`config.mk`:
```
export PLATFORM = sky130hd
export DESIGN_NAME = nddi_cell
export DESIGN_NICKNAME = d
export VERILOG_FILES = /design/src/rtl/core/newton_divided_difference_interp_assert.svh /design/src/rtl/core/nddi_pkg.sv /design/src/rtl/core/nddi_cell.sv
export SDC_FILE = /design/constraint.sdc
export NUM_CORES = 1
export LEC_CHECK = 0
export ABC_CLOCK_PERIOD_IN_PS = 2050
export BUFFER_PORTS_ARGS = -buffer_cell sky130_fd_sc_hd__buf_4
export CORE_MARGIN = 5
export CORE_UTILIZATION = 35
export DETAILED_ROUTE_END_ITERATION = 12
export GPL_ROUTABILITY_DRIVEN = 0
export GPL_TIMING_DRIVEN = 1
export PLACE_DENSITY = 0.74
export SKIP_LAST_GASP = 1
export SYNTH_ARGS = -nofsm -noshare
export SYNTH_HDL_FRONTEND = slang
export SYNTH_SLANG_ARGS = --single-unit
```
`constraint.sdc`:
```
create_clock -name clock -period 2.05 [get_ports clock]
set_input_delay 0.1025 -clock clock [delete_from_list [all_inputs] [get_ports clock]]
set_output_delay 0.1025 -clock clock [all_outputs]
set_load 0.01 [all_outputs]
```
`src/rtl/core/newton_divided_difference_interp_assert.svh`:
```
// assertion macros for the interpolator
`ifndef NEWTON_DIVIDED_DIFFERENCE_INTERP_ASSERT_SVH
`define NEWTON_DIVIDED_DIFFERENCE_INTERP_ASSERT_SVH
// implication checked on every rising clock edge outside reset
`define NDDI_ASSERT_IMP(label, clk, rst, pre, post) \
   label: assert property (@(posedge clk) disable iff (rst) (pre) |-> (post)) \
      else $error("check failed");
// next-cycle implication checked outside reset
`define NDDI_ASSERT_NEXT(label, clk, rst, pre, post) \
   label: assert property (@(posedge clk) disable iff (rst) (pre) |=> (post)) \
      else $error("check failed");
`endif

```
`src/rtl/core/nddi_pkg.sv`:
```
package nddi_pkg;
   localparam int MaxPointsDefault = 8;
   localparam int FracBitsDefault  = 16;
   localparam int DataWidth        = 32;

   localparam logic [1:0] OP_ADD   = 2'd0;
   localparam logic [1:0] OP_EVAL  = 2'd1;
   localparam logic [1:0] OP_CLEAR = 2'd2;

   localparam logic [1:0] ST_OK   = 2'd0;
   localparam logic [1:0] ST_FULL = 2'd1;
   localparam logic [1:0] ST_REP  = 2'd2;
   localparam logic [1:0] ST_SAT  = 2'd3;

   // clamp a 66-bit value to 32-bit signed
   function automatic logic [32:0] clamp66(input logic signed [65:0] v);
      logic [32:0] r;
      if (v > 66'sd2147483647) r = {1'b1, 32'h7fffffff};
      else if (v < -66'sd2147483648) r = {1'b1, 32'h80000000};
      else r = {1'b0, v[31:0]};
      return r;
   endfunction
endpackage

```
`src/rtl/core/nddi_cell.sv`:
```
// one storage cell: node, divided difference, coefficient; shifts to neighbor
module nddi_cell import nddi_pkg::*; (
   input  logic                 clock,
   input  logic                 shift,
   input  logic [DataWidth-1:0] node_prev,
   input  logic [DataWidth-1:0] diff_prev,
   input  logic [DataWidth-1:0] coef_prev,
   input  logic                 load_diff,
   input  logic [DataWidth-1:0] diff_new,
   input  logic                 load_new,
   input  logic [DataWidth-1:0] node_new,
   input  logic [DataWidth-1:0] coef_new,
   output logic [DataWidth-1:0] node_q,
   output logic [DataWidth-1:0] diff_q,
   output logic [DataWidth-1:0] coef_q
);
   logic [DataWidth-1:0] node_ff, diff_ff, coef_ff;
   always_ff @(posedge clock) begin
      if (shift) begin
         node_ff <= node_prev;
         diff_ff <= diff_prev;
         coef_ff <= coef_prev;
      end else begin
         if (load_diff) diff_ff <= diff_new;
         if (load_new) begin
            node_ff <= node_new;
            coef_ff <= coef_new;
         end
      end
   end
   assign node_q = node_ff;
   assign diff_q = diff_ff;
   assign coef_q = coef_ff;
endmodule

```
==> qor.csv <==
metric,value,unit
IO Port Bufs,291,
PwrDens,752,nW/um^2
worst slew pin tran,431,ps
post-synthesis net count,401,
TritonCTS clock tree,built,
top cell type's share of synthesized area,69.9,%
routed vias,2955,
Vert. Die Dim,119,um
Post-Syn Area,4120,um^2
"Seq/Total Area, Yosys",69.9,%
Lkg Pwr,0.00301,uW
Clock H-tree levels,3,
Max Root-Sink Buffers,2,
GRT Util Overall,15.9,%
vias in the first global route,3221,
Max-Cap Viols,0,
CTS-repair resized insts,0,
startpoint types,flip-flop,
cts bufs inserted,9,
Worst Path Buf+Inv,1,
grt total ovfl,0,
first-pass GRT wire length,17400,um
Synth Area in Simple Gates,0.303,%
Setup WS post-layout,1060,ps
Pre-antenna DRT Iters,5,
Post-DRT Antenna Nets,0,
final WL,11600,um
data required time of the worst path,1950,ps
"Area growth, synth to finish",63.8,%
CTS root buf,clkbuf_16,
final setup TNS,0,ps
CP Cell Sequence,buf_4,
Slowest cell on crit path,edfxtp_1,
Synth Area in Compound Gates,0,%
Cells after Synth,205,
final hold vios,0,
Max Slew Vio Count,0,
DIE AREA,14100,um^2
register bit total from synthesis,96,
Hold Crit Class,primary input to flip-flop,
clock-pin slew on the worst setup and hold paths,70,ps
critical path's largest stage delay,390,ps
Core Area,11500,um^2
post-placement worst setup slack,713,ps
maximum vdd drop,0.000379,V
Cell Rows,39,
multiplexer area fraction after synthesis,27.9,%
max_slew headroom,71.2,%
routed vias/inst,4.55,
data arrival time of the critical path,890,ps
Crit Path Max Fanout,1,
number of clock sinks,96,
1st-iter DRT viols,114,
synth top area cells,"edfxtp_1 70%, mux2_2 21%, mux2_4 6.6%, buf_6 1.1%, buf_2 0.85%",
Tmin final,994,ps
worst hold slack,63.4,ps
Max Freq,1.01,GHz
layout cells sized above 1,80.6,%
initial antenna violation count,0,
Post-CTS Setup Repair Bufs,0,
HPWL after DPL,9280,um
I/O pin cnt,292,
Final Setup Violations,0,
xor and xnor area share after synthesis,0,%
WL per Instance,17.8,um
Critical Path End Type,primary output,
post-synth top area cell,edfxtp_1,
Layout Utilization,58.9,%
n_diodes,0,
outcome,"finished, final reports clean",
"Design Area, Final",6760,um^2
RSZ-0062 raised after global routing,no,
final net count,698,
syn avg cell area,20.1,um^2
Synth Area in Adders,0,%
largest family of logic cells by synthesized area,multiplexers,
placed cell area,6480,um^2
hold_buf cts,0,
number of distinct library cells after synthesis,6,
starting density of the core,36.0,%
largest net degree at the start of global routing,46,
Ys Warns,0,
die width,119,um
drt drc,0,
Final period util,48.5,%
CP top delay family,flip-flops,
CP Class,flip-flop to primary output,
metal layers:
| metal | vias to the layer above | wire (um) | share of wire [%] | GRT usage, % |
|---|---|---|---|---|
| met5 | - | 0 | 0 | 0 |
| met4 | 0 | 235 | 2.0 | 5.74 |
| met3 | 18 | 1280 | 11 | 7.16 |
| met2 | 174 | 6010 | 52 | 27.5 |
| met1 | 1365 | 4050 | 35 | 17.1 |
| li1 | 1398 | - | - | - |
kinds of logic (layout without fill, tap and decap cells):
group,count (synthesis),count (layout)
buffers and inverters,11,312
DFF,96,96
muxes,96,96
and+or+nand+nor,2,2
power by group:
group	switching [uW]	internal [uW]
Sequential	61.9	2410
Clock	664	928
Combinational	372	639
synthesized netlist by cell type (all sizes together):
master,instances
edfxtp,96
buf,11
or2,2
mux2,96
layout by cell type (no fill, tap or decap), drive strengths merged:
master | synthesis | routed
bufinv | 0 | 1
clkinv | 0 | 4
clkbuf | 0 | 10
edfxtp | 96 | 96
buf | 11 | 297
or2 | 2 | 2
mux2 | 96 | 96
registers in the layout, summed over array words and instances (netlist names):
name / flops
node_q: 32
coef_q: 32
diff_q: 32
worst paths after layout:
check	start	end	slack, ps	depth (start not counted)
max	coef_q[13]$_DFFE_PP_	coef_q[13]	1060	1
min	diff_new[18]	diff_q[18]$_DFFE_PP_	60	2
through the flow:
stage	power, uW	std cells
6_report	5080	649
2_1_floorplan	2870	205
3_3_place_gp	3530	634
5_1_grt	5290	649
4_1_cts	5140	649
3_5_place_dp	3540	634
layout make-up:
class	instances	area (um^2)
fill	918	4710
sequential	96	2880
timing repair buffer	297	2250
multi-input combinational	98	1160
clock buffer	10	229
tap	143	179
clock inverter	5	48.8
No activity file was read; power rests on OpenSTA's default activity.
