<file path="src/rtl/core/newton_divided_difference_interp_assert.svh">
// assertion macros for the interpolator
`ifndef NEWTON_DIVIDED_DIFFERENCE_INTERP_ASSERT_SVH
`define NEWTON_DIVIDED_DIFFERENCE_INTERP_ASSERT_SVH
// implication checked on every rising clock edge outside reset
`define NDDI_ASSERT_IMP(label, clk, rst, pre, post) \
   label: assert property (@(posedge clk) disable iff (rst) (pre) |-> (post)) \
      else $error("check failed");
// next-cycle implication checked outside reset
`define NDDI_ASSERT_NEXT(label, clk, rst, pre, post) \
   label: assert property (@(posedge clk) disable iff (rst) (pre) |=> (post)) \
      else $error("check failed");
`endif

</file>
<file path="src/rtl/core/nddi_pkg.sv">
package nddi_pkg;
   localparam int MaxPointsDefault = 8;
   localparam int FracBitsDefault  = 16;
   localparam int DataWidth        = 32;

   localparam logic [1:0] OP_ADD   = 2'd0;
   localparam logic [1:0] OP_EVAL  = 2'd1;
   localparam logic [1:0] OP_CLEAR = 2'd2;

   localparam logic [1:0] ST_OK   = 2'd0;
   localparam logic [1:0] ST_FULL = 2'd1;
   localparam logic [1:0] ST_REP  = 2'd2;
   localparam logic [1:0] ST_SAT  = 2'd3;

   // clamp a 66-bit value to 32-bit signed
   function automatic logic [32:0] clamp66(input logic signed [65:0] v);
      logic [32:0] r;
      if (v > 66'sd2147483647) r = {1'b1, 32'h7fffffff};
      else if (v < -66'sd2147483648) r = {1'b1, 32'h80000000};
      else r = {1'b0, v[31:0]};
      return r;
   endfunction
endpackage

</file>
<file path="src/rtl/core/nddi_divider.sv">
// restoring divider, one quotient bit per cycle, truncates toward zero
// done pulses once the last quotient bit is in, with quot and ovf valid
module nddi_divider import nddi_pkg::*; #(
   parameter int FracBits = FracBitsDefault
) (
   input  logic                        clock,
   input  logic                        reset,
   input  logic                        start,
   input  logic signed [DataWidth:0]   numer,
   input  logic signed [DataWidth:0]   denom,
   output logic                        done,
   output logic signed [DataWidth-1:0] quot,
   output logic                        ovf
);
   localparam int NW = DataWidth + 1 + FracBits;
   localparam int CW = $clog2(NW + 1);

   logic [NW-1:0] q_ff, q_in;
   logic [NW:0]   r_ff, r_in;
   logic [DataWidth:0] d_ff, d_in;
   logic neg_ff, neg_in;
   logic [CW-1:0] cnt_ff, cnt_in;
   logic busy_ff, busy_in;
   logic done_ff, done_in;
   logic [NW:0] shl;
   logic [NW:0] dext;
   logic [NW:0] sq;
   logic [DataWidth:0] nabs;

   // operand capture and one shift-subtract step per cycle
   always_comb begin
      nabs = numer[DataWidth] ? (DataWidth+1)'(0) - numer : numer;
      dext = {{(NW-DataWidth){1'b0}}, d_ff};
      shl = {r_ff[NW-1:0], q_ff[NW-1]};
      q_in = q_ff; r_in = r_ff; d_in = d_ff; neg_in = neg_ff;
      cnt_in = cnt_ff; busy_in = busy_ff; done_in = 1'b0;
      if (start) begin
         q_in = {nabs, {FracBits{1'b0}}};
         r_in = '0;
         d_in = denom[DataWidth] ? (DataWidth+1)'(0) - denom : denom;
         neg_in = numer[DataWidth] ^ denom[DataWidth];
         cnt_in = CW'(NW);
         busy_in = 1'b1;
      end else if (busy_ff) begin
         if (shl >= dext) begin
            r_in = shl - dext;
            q_in = {q_ff[NW-2:0], 1'b1};
         end else begin
            r_in = shl;
            q_in = {q_ff[NW-2:0], 1'b0};
         end
         cnt_in = cnt_ff - CW'(1);
         if (cnt_ff == CW'(1)) begin
            busy_in = 1'b0;
            done_in = 1'b1;
         end
      end
   end

   always_ff @(posedge clock) begin
      if (reset) begin
         busy_ff <= 1'b0;
         done_ff <= 1'b0;
         cnt_ff <= '0;
      end else begin
         busy_ff <= busy_in;
         done_ff <= done_in;
         cnt_ff <= cnt_in;
      end
      q_ff <= q_in; r_ff <= r_in; d_ff <= d_in; neg_ff <= neg_in;
   end

   // sign and range of magnitude
   always_comb begin
      sq = neg_ff ? (NW+1)'(0) - {1'b0, q_ff} : {1'b0, q_ff};
      if (neg_ff) ovf = q_ff > NW'(33'h80000000);
      else ovf = q_ff > NW'(32'h7fffffff);
      quot = sq[DataWidth-1:0];
   end
   assign done = done_ff;
endmodule

</file>
<file path="config.mk">
export PLATFORM = sky130hd
export DESIGN_NAME = nddi_divider
export DESIGN_NICKNAME = d
export VERILOG_FILES = /design/src/rtl/core/newton_divided_difference_interp_assert.svh /design/src/rtl/core/nddi_pkg.sv /design/src/rtl/core/nddi_divider.sv
export SDC_FILE = /design/constraint.sdc
export NUM_CORES = 1
export LEC_CHECK = 0
export BUFFER_PORTS_ARGS = -buffer_cell sky130_fd_sc_hd__buf_2
export CORE_ASPECT_RATIO = 1.25
export CORE_MARGIN = 5
export CORE_UTILIZATION = 55
export DETAILED_ROUTE_END_ITERATION = 16
export GPL_TIMING_DRIVEN = 0
export HOLD_SLACK_MARGIN = 0.02
export MAX_ROUTING_LAYER = met4
export PLACE_DENSITY = 0.87
export SYNTH_ARGS = -nofsm -noshare
export SYNTH_HDL_FRONTEND = slang
export SYNTH_SLANG_ARGS = --single-unit
</file>
<file path="constraint.sdc">
create_clock -name clock -period 3.9 [get_ports clock]
set_input_delay 0.78 -clock clock [delete_from_list [all_inputs] [get_ports clock]]
set_output_delay 0.78 -clock clock [all_outputs]
set_load 0.01 [all_outputs]
</file>
==> flow_summary.toml <==
[global_route]
met1_usage_pct = 28.8
grt_overflow_total = 0
grt_use_met3_pct = 3.56
grt_pass1_wl_um = 41800
grt_usage_pct = 25.4
grt.busiest_layer = "met2"
grt_pass1_vias = 8907
antenna_found_initial = 0
use_met2_pct = 43.5
grt_max_degree = 37

[clocking]
clk_pin_slew_worst_paths_ps = 60
h-tree-depth = 4
clk_latency_ps = 440
clock-sinks = 140
cts-buffers-inserted = 17
clockBufferDepth = 2
cts_tree = "yes"
cts_root_buf = "clkbuf_16"

[die]
rows = 54
die_h_um = 159
initial_core_util_pct = 56.0
ios = 103
die-area_um2 = 20500
coreArea_um2 = 17400
dieWidth_um = 129

[outcome]
outcome = "finished, violations left"
violations = "setup timing"

[placement]
place_congestion = 0.982
dp_hpwl_um = 19500
portBuffers = 101
dpl_cell_area_um2 = 10600
placed_cells = 1455

[power_and_ir_drop]
ir_drop_uv = 305
cellPowerDensity_nw_per_um2 = 439
p_leak_nw = 4.38

[critical_path]
crit_family = "simple AND/OR/NAND/NOR gates"
cp_slowest_cell = "or4_4"
crit_fanout = 5
arrival_ps = 3210
path_cells = "or4_4 > nor3_4 > nand3_2 > or2_4 > or4_4 > or3_4 > o41ai_4 > xnor2_1 > buf_2"
cpMostUsedCell = "or4_4"
crit_path_start_kind = "flip-flop"
worst_setup_path_end_kind = "output port"
critPathBufInv = 1
slowest_delay_ps = 550
critPathRequiredTime_ps = 3120
crit_type = "flip-flop to output port"

[yosys]
syn_area_um2 = 9760
synth_top_flop_cell = "dfxtp_1"
synth-seq-cells = 140
yosys-top-cells-area = "edfxtp_1 21%, dfxtp_1 15%, xnor2_1 10%, nand2_1 5.2%, ha_1 5.0%"
syn-num-nets = 1239
syn_area_per_cell_um2 = 8.64
async_reset_ff_share_pct = 0
synth-edff-count = 67
ys_warn_count = 0
synth_top_cell_area_share_pct = 20.6
synth_cell_types = 68
netlist_instances = 1130
synth_seq_area_share_pct = 35.6
synth_area_leader_cell = "edfxtp_1"

[detailed_routing]
viasPerCell = 6.15
first_pass_iters = 6
wl_per_cell_um = 17.4
drt_iter0_drc = 755
routed_wl_um = 26000
final_antenna_net_count = 0
via_count = 9183
drc = 0

[run]
drv_cap = 0

[timing]
finalCriticalPeriod_ps = 3990
setup_viol = 4
fin_ws_ps = -85.5
fin_crit_sh_pct = 102
timing_hold_violations_final = 0
skew_ps = 12.6
slew_viol_final = 0
max_slew_margin_pct = 35.6
clock.fmax_mhz = 251
rsz0062_at_grt = "yes"
tightest_slew_ps = 959

[cells_and_area]
post-route-util_pct = 64.8
area_delta_synth_final_pct = 15.6
postLayoutCellArea_um2 = 11300
drive_gt1_share_pct = 14.9
final_cell_count_no_fill = 1492
multi_input_comb_area_um2 = 5940
seqCellArea_um2 = 3480
nFillCells = 1421
nets = 1364
diodes = 0

[worst_hold_path]
hold_class = "flip-flop to flip-flop"
synthesized netlist by cell type, types with 15 or more instances:
cell type  instances
a21oi_1           50
dfxtp_1           73
clkbuf_1          51
nand4_1           19
a22o_1            30
xor2_1            15
edfxtp_1          67
o41ai_1           15
ha_1              39
nor3_1            19
o31ai_1           36
mux2i_1           17
nand2_1          134
or3_1             22
nor2_1           112
xnor2_1          112
a311oi_1          37
or4_1             21
inv_1             55
o21ai_0           60
repair_timing:
action	CTS	global route
gates resized for setup	16	15
setup endpoints to repair	40	37
buffers inserted	6	2
pin swaps	11	5
hold buffers	0	0
endpoints found under the hold margin	0	0
worst min-delay path, delay by kind of cell (launching register included):
family | cells | cell delay, ps
AOI/OAI and AO/OA | 1 | 70
DFF | 1 | 320
and+or+nand+nor | 1 | 60
through the flow:
step / hold slack (ps) / setup TNS, ps / power (mW) / worst slack [ps]
after global placement: 485 / -2530 / 3.28 / -174
after detailed placement: 493 / -3280 / 3.31 / -186
after CTS: 503 / -428 / 4.92 / -124
final: 500 / -139 / 4.95 / -85.5
after global routing: 513 / -657 / 5.21 / -193
after floorplan: 459 / 0 / 2.90 / 304
power breakdown:
| group | switching [mW] | total [mW] | internal [mW] |
|---|---|---|---|
| Clock | 0.696 | 1.60 | 0.900 |
| Combinational | 0.910 | 1.52 | 0.613 |
| Sequential | 0.133 | 1.84 | 1.70 |
| Total | 1.74 | 4.95 | 3.22 |
layout make-up:
| type | count | area share, % |
|---|---|---|
| Buffer | 60 | 2.13 |
| Clock buffer | 17 | 3.77 |
| Clock inverter | 15 | 1.36 |
| Inverter | 55 | 1.83 |
| Multi-Input combinational cell | 872 | 52.6 |
| Sequential cell | 140 | 30.8 |
| Tap cell | 224 | 2.48 |
| Timing Repair Buffer | 109 | 5.01 |
kinds of logic (layout without fill, tap and decap cells):
family | count (synthesis) | after routing | share of synthesized area (%)
DFF | 140 | 140 | 35.6
muxes | 17 | 17 | 1.74
and+or+nand+nor | 391 | 391 | 19.6
xor gates and xnor gates | 127 | 127 | 11.4
adders and majority gates | 40 | 40 | 5.20
AOI/OAI and AO/OA | 297 | 297 | 21.8
buffers and inverters | 118 | 256 | 4.74
per-layer routing:
| metal | vias to the layer above | wire length, um | part of all wire [%] |
|---|---|---|---|
| li1 | 4435 | - | - |
| met1 | 4288 | 10200 | 39 |
| met2 | 376 | 13200 | 51 |
| met3 | 84 | 1620 | 6.2 |
| met4 | 0 | 1030 | 4.0 |
| met5 | - | 0 | 0 |
cells in the final DEF (no fill, tap or decap), types with 30 or more instances in the layout:
cell type,count
nand2_1,133
o21ai_0,57
a311oi_1,37
inv_1,55
o31ai_1,34
dfxtp_1,70
xnor2_1,112
buf_2,107
ha_1,39
a22o_1,30
clkbuf_1,47
edfxtp_1,67
a21oi_1,49
nor2_1,111
state kept, by name, indices dropped and copies added (netlist names):
| name | cells |
|---|---|
| q_ff | 49 |
| r_ff | 49 |
| d_ff | 33 |
| cnt_ff | 6 |
| busy_ff | 1 |
| done | 1 |
| neg_ff | 1 |
worst paths after layout:
path | start | to | slack, ps | cells after the start
setup / recovery | q_ff[7]$_SDFFE_PP0P_ | quot[30] | -90 | 9
hold / removal | r_ff[25]$_SDFFE_PP0P_ | r_ff[26]$_SDFFE_PP0P_ | 500 | 2
setup reg to reg | q_ff[48]$_DFFE_PP_ | r_ff[11]$_SDFFE_PP0P_ | 230 | 13
hold reg to reg | r_ff[25]$_SDFFE_PP0P_ | r_ff[26]$_SDFFE_PP0P_ | 500 | 2
No activity file was read; power rests on OpenSTA's default activity.
